### config.mk
export PLATFORM = sky130hd
export DESIGN_NAME = open_address_hash_insert_unit
export DESIGN_NICKNAME = d
export VERILOG_FILES = /design/src/sv/oahi_pkg.sv /design/src/sv/oahi_ram.sv /design/src/sv/open_address_hash_insert_unit.sv
export SDC_FILE = /design/constraint.sdc
export NUM_CORES = 1
export LEC_CHECK = 0
export BUFFER_PORTS_ARGS = -buffer_cell sky130_fd_sc_hd__buf_2
export CELL_PAD_IN_SITES_DETAIL_PLACEMENT = 0
export CELL_PAD_IN_SITES_GLOBAL_PLACEMENT = 1
export CORE_UTILIZATION = 34
export DETAILED_ROUTE_END_ITERATION = 8
export PLACE_DENSITY = 0.68
export REMOVE_ABC_BUFFERS = 1
export SYNTH_ARGS = -nofsm -noshare
export SYNTH_HDL_FRONTEND = slang
export SYNTH_SLANG_ARGS = --single-unit
### constraint.sdc
create_clock -name clk -period 14.3 [get_ports clk]
set_input_delay 1.43 -clock clk [delete_from_list [all_inputs] [get_ports clk]]
set_output_delay 1.43 -clock clk [all_outputs]
set_load 0.05 [all_outputs]
### src/sv/oahi_pkg.sv
`default_nettype none

package oahi_pkg;

  localparam int DEF_MAX_SLOTS = 32;
  localparam int KEY_SPACE = 256;
  localparam int KEY_W = 8;
  localparam int SLOT_W = 5;
  localparam int COLL_W = 6;
  localparam int TOTAL_W = 16;
  localparam int CFG_W = 6;
  localparam int CMD_W = 2;

  localparam logic [CFG_W-1:0] TABLE_SIZE_RESET = 6'd23;
  localparam int COLL_MAX = 63;

  typedef enum logic [CMD_W-1:0] {
    CMD_INSERT = 2'd0,
    CMD_CLEAR  = 2'd1,
    CMD_READ   = 2'd2,
    CMD_NONE   = 2'd3
  } cmd_t;

  typedef enum logic {
    REG_TABLE_SIZE = 1'b0,
    REG_PROBE_MODE = 1'b1
  } reg_index_t;

  typedef enum logic [7:0] {
    ST_IDLE   = 8'b00000001,
    ST_DECODE = 8'b00000010,
    ST_DIV    = 8'b00000100,
    ST_SEEK   = 8'b00001000,
    ST_PROBE  = 8'b00010000,
    ST_READ   = 8'b00100000,
    ST_CLEAR  = 8'b01000000,
    ST_RESULT = 8'b10000000
  } state_t;

endpackage

`default_nettype wire

### src/sv/oahi_ram.sv
`default_nettype none

module oahi_ram #(
  parameter int WIDTH = 8,
  parameter int DEPTH = 32
) (
  input  wire logic                     clk,
  input  wire logic                     we,
  input  wire logic [$clog2(DEPTH)-1:0] waddr,
  input  wire logic [WIDTH-1:0]         wdata,
  input  wire logic [$clog2(DEPTH)-1:0] raddr,
  output logic      [WIDTH-1:0]         rdata
);

  logic [WIDTH-1:0] mem [DEPTH];

  always_ff @(posedge clk) begin
    if (we) begin
      mem[waddr] <= wdata;
    end
    rdata <= mem[raddr];
  end

endmodule

`default_nettype wire

### src/sv/open_address_hash_insert_unit.sv
`default_nettype none

// Channel   Direction  Contents
// s_*       in         tdata: key[7:0], slot_index[12:8]; tuser: cmd[1:0]
// m_*       out        tdata: slot, stored_key, probe_collisions, total_collisions;
//                      tuser: placed, duplicate, table_full
// cfg_*     in         write enable, register index, data
//
// An insert steps through accept, decode, one remainder step per key bit, a table fetch,
// probes of one slot after another (up to the table size in use) and a result step.
// A read adds a read step; duplicate and ignored commands go from decode to the result.
// Reset and each clear run a pass over all 256 seen map entries, with s_tready low.
// A result waits in the output register while m_tready is low; the next transaction may be
// taken meanwhile, and its result is held back until the register is free.

module open_address_hash_insert_unit
  import oahi_pkg::*;
#(
  parameter int MAX_SLOTS = DEF_MAX_SLOTS
) (
  input  wire logic         clk,
  input  wire logic         rst,
  input  wire logic         s_tvalid,
  output logic              s_tready,
  input  wire logic [15:0]  s_tdata,  // key[7:0], slot_index[12:8]
  input  wire logic [1:0]   s_tuser,  // cmd[1:0]
  output logic              m_tvalid,
  input  wire logic         m_tready,
  output logic      [39:0]  m_tdata,  // slot[4:0], stored_key[12:5],
                                      // probe_collisions[18:13], total_collisions[34:19]
  output logic      [2:0]   m_tuser,  // placed[0], duplicate[1], table_full[2]
  input  wire logic         cfg_we,
  input  wire logic         cfg_index,
  input  wire logic [5:0]   cfg_data
);

  localparam int IW = $clog2(MAX_SLOTS);
  localparam int MW = $clog2(MAX_SLOTS + 1);
  localparam int SW = MW + 1;

  function automatic logic [MW-1:0] mod_add(input logic [MW-1:0] a, input logic [MW-1:0] b,
                                            input logic [MW-1:0] mm);
    logic [SW-1:0] sum;
    sum = SW'(a) + SW'(b);
    if (sum >= SW'(mm)) begin
      sum = sum - SW'(mm);
    end
    return MW'(sum);
  endfunction

  state_t state;
  logic [CFG_W-1:0] table_size;
  logic probe_mode;
  logic [MAX_SLOTS-1:0] slot_valid;
  logic [TOTAL_W-1:0] total;

  cmd_t cmd_q;
  logic [KEY_W-1:0] key_q;
  logic [SLOT_W-1:0] sidx_q;
  logic [KEY_W-1:0] key_sh;
  logic [2:0] div_cnt;
  logic [MW-1:0] m_q, m_cur, rem, pos, q, d, steps, coll;
  logic [SW-1:0] div_t;
  logic [MW-1:0] div_r, pos_next, d_init;
  logic [IW-1:0] ram_raddr, rd_addr_q;
  logic [KEY_W-1:0] ram_rdata, entry;
  logic ram_we;

  logic [KEY_W-1:0] clr_addr;
  logic clr_reply;
  logic seen_we;
  logic [KEY_W-1:0] seen_waddr, seen_raddr;
  logic seen_wdata;
  logic seen_rdata;

  logic [SLOT_W-1:0] res_slot;
  logic [KEY_W-1:0] res_key;
  logic [2:0] res_flags;
  logic [MW-1:0] res_coll;
  logic [MW-1:0] coll_next;
  logic [TOTAL_W:0] total_sum;
  logic [TOTAL_W-1:0] total_sat;
  logic [COLL_W-1:0] coll_out;

  assign s_tready = (state == ST_IDLE);

  always_comb begin
    if (table_size < CFG_W'(2)) begin
      m_cur = MW'(2);
    end else if (int'(table_size) > MAX_SLOTS) begin
      m_cur = MW'(MAX_SLOTS);
    end else begin
      m_cur = MW'(table_size);
    end
  end

  always_comb begin
    div_t = {rem, key_sh[KEY_W-1]};
    if (div_t >= SW'(m_q)) begin
      div_t = div_t - SW'(m_q);
    end
    div_r = MW'(div_t);
  end

  always_comb begin
    if (m_q == MW'(2)) begin
      d_init = MW'(1);
    end else if (m_q == MW'(3)) begin
      d_init = '0;
    end else begin
      d_init = MW'(3);
    end
  end

  assign pos_next = mod_add(pos, probe_mode ? q : MW'(1), m_q);
  assign entry = slot_valid[rd_addr_q] ? ram_rdata : '0;
  assign coll_next = (entry != '0 && entry != key_q) ? coll + MW'(1) : coll;
  assign total_sum = {1'b0, total} + (TOTAL_W + 1)'(coll_next);
  assign total_sat = total_sum[TOTAL_W] ? '1 : total_sum[TOTAL_W-1:0];
  assign coll_out = (int'(res_coll) > COLL_MAX) ? COLL_W'(COLL_MAX) : COLL_W'(res_coll);
  assign ram_we = (state == ST_PROBE) && (entry == '0);

  assign seen_raddr = s_tready ? s_tdata[KEY_W-1:0] : key_q;
  assign seen_we = (state == ST_CLEAR) ||
                   (state == ST_DECODE && cmd_q == CMD_INSERT && key_q != '0 && !seen_rdata);
  assign seen_waddr = (state == ST_CLEAR) ? clr_addr : key_q;
  assign seen_wdata = (state != ST_CLEAR);

  always_comb begin
    priority if (state == ST_DECODE) begin
      ram_raddr = IW'(sidx_q);
    end else if (state == ST_PROBE) begin
      ram_raddr = IW'(pos_next);
    end else begin
      ram_raddr = IW'(pos);
    end
  end

  oahi_ram #(
    .WIDTH (KEY_W),
    .DEPTH (MAX_SLOTS)
  ) u_table (
    .clk   (clk),
    .we    (ram_we),
    .waddr (IW'(pos)),
    .wdata (key_q),
    .raddr (ram_raddr),
    .rdata (ram_rdata)
  );

  oahi_ram #(
    .WIDTH (1),
    .DEPTH (KEY_SPACE)
  ) u_seen (
    .clk   (clk),
    .we    (seen_we),
    .waddr (seen_waddr),
    .wdata (seen_wdata),
    .raddr (seen_raddr),
    .rdata (seen_rdata)
  );

  always_ff @(posedge clk) begin
    rd_addr_q <= ram_raddr;
    if (s_tvalid && s_tready) begin
      cmd_q <= cmd_t'(s_tuser);
      key_q <= s_tdata[7:0];
      sidx_q <= s_tdata[12:8];
    end
    unique case (state)
      ST_DECODE: begin
        res_slot <= '0;
        res_key <= '0;
        res_flags <= '0;
        res_coll <= '0;
        m_q <= m_cur;
        key_sh <= key_q;
        rem <= '0;
        div_cnt <= '0;
      end
      ST_DIV: begin
        rem <= div_r;
        key_sh <= {key_sh[KEY_W-2:0], 1'b0};
        div_cnt <= div_cnt + 3'd1;
        if (div_cnt == 3'd7) begin
          pos <= div_r;
          q <= MW'(1);
          d <= d_init;
          steps <= '0;
          coll <= '0;
        end
      end
      ST_PROBE: begin
        if (entry == '0) begin
          res_slot <= SLOT_W'(pos);
          res_key <= key_q;
          res_flags <= 3'b001;
          res_coll <= coll;
        end else begin
          coll <= coll_next;
          pos <= pos_next;
          q <= mod_add(q, d, m_q);
          d <= mod_add(d, MW'(2), m_q);
          steps <= steps + MW'(1);
          res_coll <= coll_next;
          res_flags <= 3'b100;
        end
      end
      ST_READ: begin
        res_slot <= sidx_q;
        res_key <= (int'(sidx_q) < MAX_SLOTS) ? entry : '0;
      end
      default: begin
      end
    endcase
  end

  always_ff @(posedge clk) begin
    if (rst) begin
      state <= ST_CLEAR;
      table_size <= TABLE_SIZE_RESET;
      probe_mode <= 1'b0;
      slot_valid <= '0;
      total <= '0;
      clr_addr <= '0;
      clr_reply <= 1'b0;
      m_tvalid <= 1'b0;
      m_tdata <= '0;
      m_tuser <= '0;
    end else begin
      if (cfg_we) begin
        unique case (reg_index_t'(cfg_index))
          REG_TABLE_SIZE: table_size <= cfg_data;
          REG_PROBE_MODE: probe_mode <= cfg_data[0];
        endcase
      end
      if (m_tvalid && m_tready && state != ST_RESULT) begin
        m_tvalid <= 1'b0;
      end
      unique case (state)
        ST_IDLE: begin
          if (s_tvalid) begin
            state <= ST_DECODE;
          end
        end
        ST_DECODE: begin
          unique case (cmd_q)
            CMD_INSERT: begin
              if (key_q == '0) begin
                state <= ST_RESULT;
              end else if (seen_rdata) begin
                state <= ST_RESULT;
              end else begin
                state <= ST_DIV;
              end
            end
            CMD_CLEAR: begin
              slot_valid <= '0;
              total <= '0;
              clr_addr <= '0;
              clr_reply <= 1'b1;
              state <= ST_CLEAR;
            end
            CMD_READ: state <= ST_READ;
            CMD_NONE: state <= ST_RESULT;
          endcase
        end
        ST_DIV: begin
          if (div_cnt == 3'd7) begin
            state <= ST_SEEK;
          end
        end
        ST_SEEK: state <= ST_PROBE;
        ST_PROBE: begin
          if (entry == '0) begin
            slot_valid[IW'(pos)] <= 1'b1;
            total <= total_sat;
            state <= ST_RESULT;
          end else if (steps + MW'(1) == m_q) begin
            total <= total_sat;
            state <= ST_RESULT;
          end
        end
        ST_READ: state <= ST_RESULT;
        ST_CLEAR: begin
          clr_addr <= clr_addr + KEY_W'(1);
          if (clr_addr == '1) begin
            clr_reply <= 1'b0;
            state <= clr_reply ? ST_RESULT : ST_IDLE;
          end
        end
        ST_RESULT: begin
          if (!m_tvalid || m_tready) begin
            m_tvalid <= 1'b1;
            m_tdata <= {5'd0, total, coll_out, res_key, res_slot};
            m_tuser <= (cmd_q == CMD_INSERT && key_q != '0 && res_flags == '0) ?
                       3'b010 : res_flags;
            state <= ST_IDLE;
          end
        end
        default: state <= ST_IDLE;
      endcase
    end
  end

  assert property (@(posedge clk) disable iff (rst)
    state == ST_PROBE |-> (pos < m_q) && (steps < m_q))
    else $error("probe position or count out of range");

  assert property (@(posedge clk) disable iff (rst)
    m_tvalid |-> $onehot0(m_tuser))
    else $error("more than one result flag set");

  assert property (@(posedge clk) disable iff (rst)
    m_tvalid && m_tuser[0] |-> m_tdata[12:5] != '0)
    else $error("placed result without a key");

  assert property (@(posedge clk) disable iff (rst)
    m_tvalid && !m_tready |=> m_tvalid && $stable(m_tdata) && $stable(m_tuser))
    else $error("waiting result changed");

  assert property (@(posedge clk) disable iff (rst)
    state == ST_CLEAR |-> total == '0)
    else $error("total not zero during the clearing pass");

endmodule

`default_nettype wire
==> flow_metrics.tcl <==
set metrics [dict create \
    status "finished, final reports clean" \
    cp.required_ps 14870 \
    finalWirelength_um 84400 \
    ys_seq_area_frac 0.630 \
    hold_slack_ps 452 \
    layout_commonest_cell "edfxtp_1" \
    combPwrFrac 0.122 \
    postCtsSetupBuffers 0 \
    gr-usage-met2 0.277 \
    ys_ff_latch 726 \
    hold_path_depth 2 \
    async_reset_ff_frac 0 \
    yosysTopAreaCellShare 0.553 \
    rsz0062_at_grt "false" \
    max_freq_mhz 157 \
    yosys_warnings 0 \
    synth_edf_count 601 \
    start_util 0.344 \
    drive_above_1_share 0.0919 \
    worstReg2RegStart "pos[0]$_DFFE_PP_" \
    pwr-share-seq 0.493 \
    met1_usage 0.229 \
    finalCritPeriodShare 0.444 \
    hold_violations 0 \
    nets 2858 \
    area_delta_synth_final_pct 11.7 \
    p_int_mw 3.79 \
    clock_latency_ps 630 \
    vias 21900 \
    grt_antenna_before_repair 7 \
    drtPass1Iterations 8 \
    max_stage_delay_ps 770 \
    grt_pass1_wl_um 128000 \
    grt_overflow 0 \
    num-fill-cells 9210 \
    synth_area_leaders "edfxtp_1 55%, dfxtp_1 7.7%, nor2_1 4.8%" \
    clockBufferDepth 3 \
    cp-end-kind "flip-flop" \
    ys_types 82 \
    postLayoutCoreUtil 0.384 \
    track_usage 0.170 \
    worst_pin_slew_ps 1190 \
    postPlaceCellArea_mm2 0.0340 \
    cts_tree "built" \
    route.detailed.drc 0 \
    multi_input_area_mm2 0.0111 \
    syn_area_mm2 0.0326 \
    dp_hpwl_um 53300 \
    crit_type "reg2reg" \
    powerDensity_mw_per_mm2 142 \
    drt-vias-per-instance 5.34 \
    cp.buffers_inverters 4 \
    die_h_um 312 \
    r2r_cells 17 \
    pin_count 75 \
    cts_resized 0 \
    clkTransAtPathRegs_ps 60 \
    place_congestion 0.836 \
    cp.arrival_ps 6930 \
    die-area_mm2 0.0972 \
    syn_inst 2773 \
    cts_max_level 3 \
    cts-root-buf "clkbuf_16" \
    ant_nets 0 \
    report.power.total_mw 5.16 \
    final.setup_skew_ps 14.2 \
    syn-mean-instance-area_um2 11.8 \
    drt-initial-drc-count 1832 \
    drv_slew 0 \
    pwr-share-clk 0.384 \
    period_minus_slack_ps 6350 \
    portBuffers 66 \
    setup_viol_count_final 0 \
    setup_tns_ps 0 \
    ir_worst_vdd_mv 0.213 \
    final_area_mm2 0.0365 \
    core_mm2 0.0950 \
    hold_end "m_tdata[30]$_SDFFE_PP0P_" \
    synth_area_leader_cell "edfxtp_1" \
    swShare 0.265 \
    cap_violations 0 \
    grt_pass1_vias 21500 \
    chipWidth_um 312 \
    crit_slowest_cell "and3_1" \
    cp_max_fo 72 \
    cts.hold.buffers_added 0 \
    grtUsageMet3 0.0335 \
    power.leakage_nw 12.1 \
    rows 113 \
    critPathTopFamily "compound AO/OA/AOI/OAI gates" \
    ff2ff_setup_slack_ps 7950 \
    crit_chain "ha_1 > inv_1 > fa_1 > xnor2_1 > ha_1 > o21a_1 > o31a_1 > o311ai_4 > and3_1 > nor3_2 > buf_4 > inv_2 > buf_4 > a211oi_1 > a2111oi_0 > a211o_1 > a221o_1" \
    grt_max_degree 182 \
    crit_path_start_kind "flip-flop" \
    slew_headroom 0.205 \
    clock-sinks 726 \
    regArea_mm2 0.0205 \
    layout_common_cells "601 x edfxtp_1, 413 x nor2_1, 351 x nand2_1, 146 x a21oi_1, 125 x dfxtp_1" \
    hp-start "m_tdata[30]$_SDFFE_PP0P_" \
    power_switching_mw 1.37 \
    grt_busiest_layer "met2" \
    cts_made_buffers 76 \
    hold_path_class "reg2reg" \
    regToRegEndpoint "u_table.rdata[6]$_DFF_P_" \
    wire_per_inst_um 20.6 \
    yosys_most_used_dff "edfxtp_1" \
]
[per-stage QoR]
stage                     instances  setup WS [ps]
after floorplan                2600           5090
after global placement         3960           8110
after detailed placement       3960           8070
after CTS                      4094           8060
after global routing           4095           7540
final                          4097           7950
[worst max path at each step]
stage / start / end / slack, ps / cells past startpoint
floorplan: pos[0]$_DFFE_PP_ / u_table.rdata[6]$_DFF_P_ / 5090 / 15
global placement: pos[0]$_DFFE_PP_ / u_table.rdata[2]$_DFF_P_ / 8110 / 17
detailed placement: pos[0]$_DFFE_PP_ / u_table.rdata[6]$_DFF_P_ / 8070 / 17
CTS: pos[0]$_DFFE_PP_ / u_table.rdata[6]$_DFF_P_ / 8060 / 17
global route: pos[0]$_DFFE_PP_ / u_table.rdata[6]$_DFF_P_ / 7540 / 17
finish: pos[0]$_DFFE_PP_ / u_table.rdata[6]$_DFF_P_ / 7950 / 17
[synth_stat cells, drive strengths merged (38+ instances only)]
library cell / number
a21oi: 147
nand2: 351
mux2i: 109
dfxtp: 125
ha: 48
clkbuf: 117
a211oi: 106
edfxtp: 601
nand3: 59
o22ai: 38
nor2: 414
a21boi: 39
inv: 50
buf: 60
o21ai: 65
[routing by layer]
metal,vias to the layer above,part of all wire
met5,-,0.00044
met4,6,0.026
met3,148,0.074
met2,719,0.47
met1,10800,0.43
li1,10200,-
[cell families (layout without fill, tap and decap cells)]
logic type	count (synthesis)	after routing	synth area share
AO/OA/AOI/OAI	568	568	0.117
XOR/XNOR	54	54	0.0145
adder cells (fa/ha/maj)	55	55	0.0227
buffers and inverters	230	282	0.0319
flip-flops	726	726	0.630
multiplexers	136	136	0.0517
other	1	8	0.000115
AND/OR/NAND/NOR	1003	1003	0.133
[final cells by class]
type	count	share of cell area
antenna	3	0.000206
clock buffer	87	0.0545
clock inverter	47	0.0131
inverter	53	0.00559
multi-input combinational	1821	0.305
sequential	726	0.564
tap	1265	0.0434
timing repair buffer	95	0.0150
[power by group through the flow]
stage	clock network, mW	logic (mW)	registers [mW]
2_1_floorplan	0	0.404	2.62
3_3_place_gp	0	0.606	2.59
3_5_place_dp	0	0.631	2.59
4_1_cts	2.02	0.633	2.54
5_1_grt	2.10	0.694	2.55
6_report	1.98	0.631	2.55
[sequential cells by signal, indices dropped and copies added, names as in the netlist, 5 cells and up]
| name | cells |
|---|---|
| u_seen.mem | 256 |
| u_table.mem | 256 |
| m_tdata | 35 |
| slot_valid | 32 |
| total | 16 |
| clr_addr | 8 |
| key_q | 8 |
| key_sh | 8 |
| res_key | 8 |
| state | 8 |
| u_table.rdata | 8 |
| coll | 6 |
| coll_out | 6 |
| d | 6 |
| m_q | 6 |
| pos | 6 |
| q | 6 |
| rem | 6 |
| steps | 6 |
| table_size | 6 |
| rd_addr_q | 5 |
| res_slot | 5 |
| sidx_q | 5 |
[worst min-delay path, delay by kind of cell (launching register included)]
kind             cells  cell delay [ps]
flip-flops           1              310
AND/OR/NAND/NOR      1               50
AO/OA/AOI/OAI        1               50
Power figures use the tool's default switching activity.
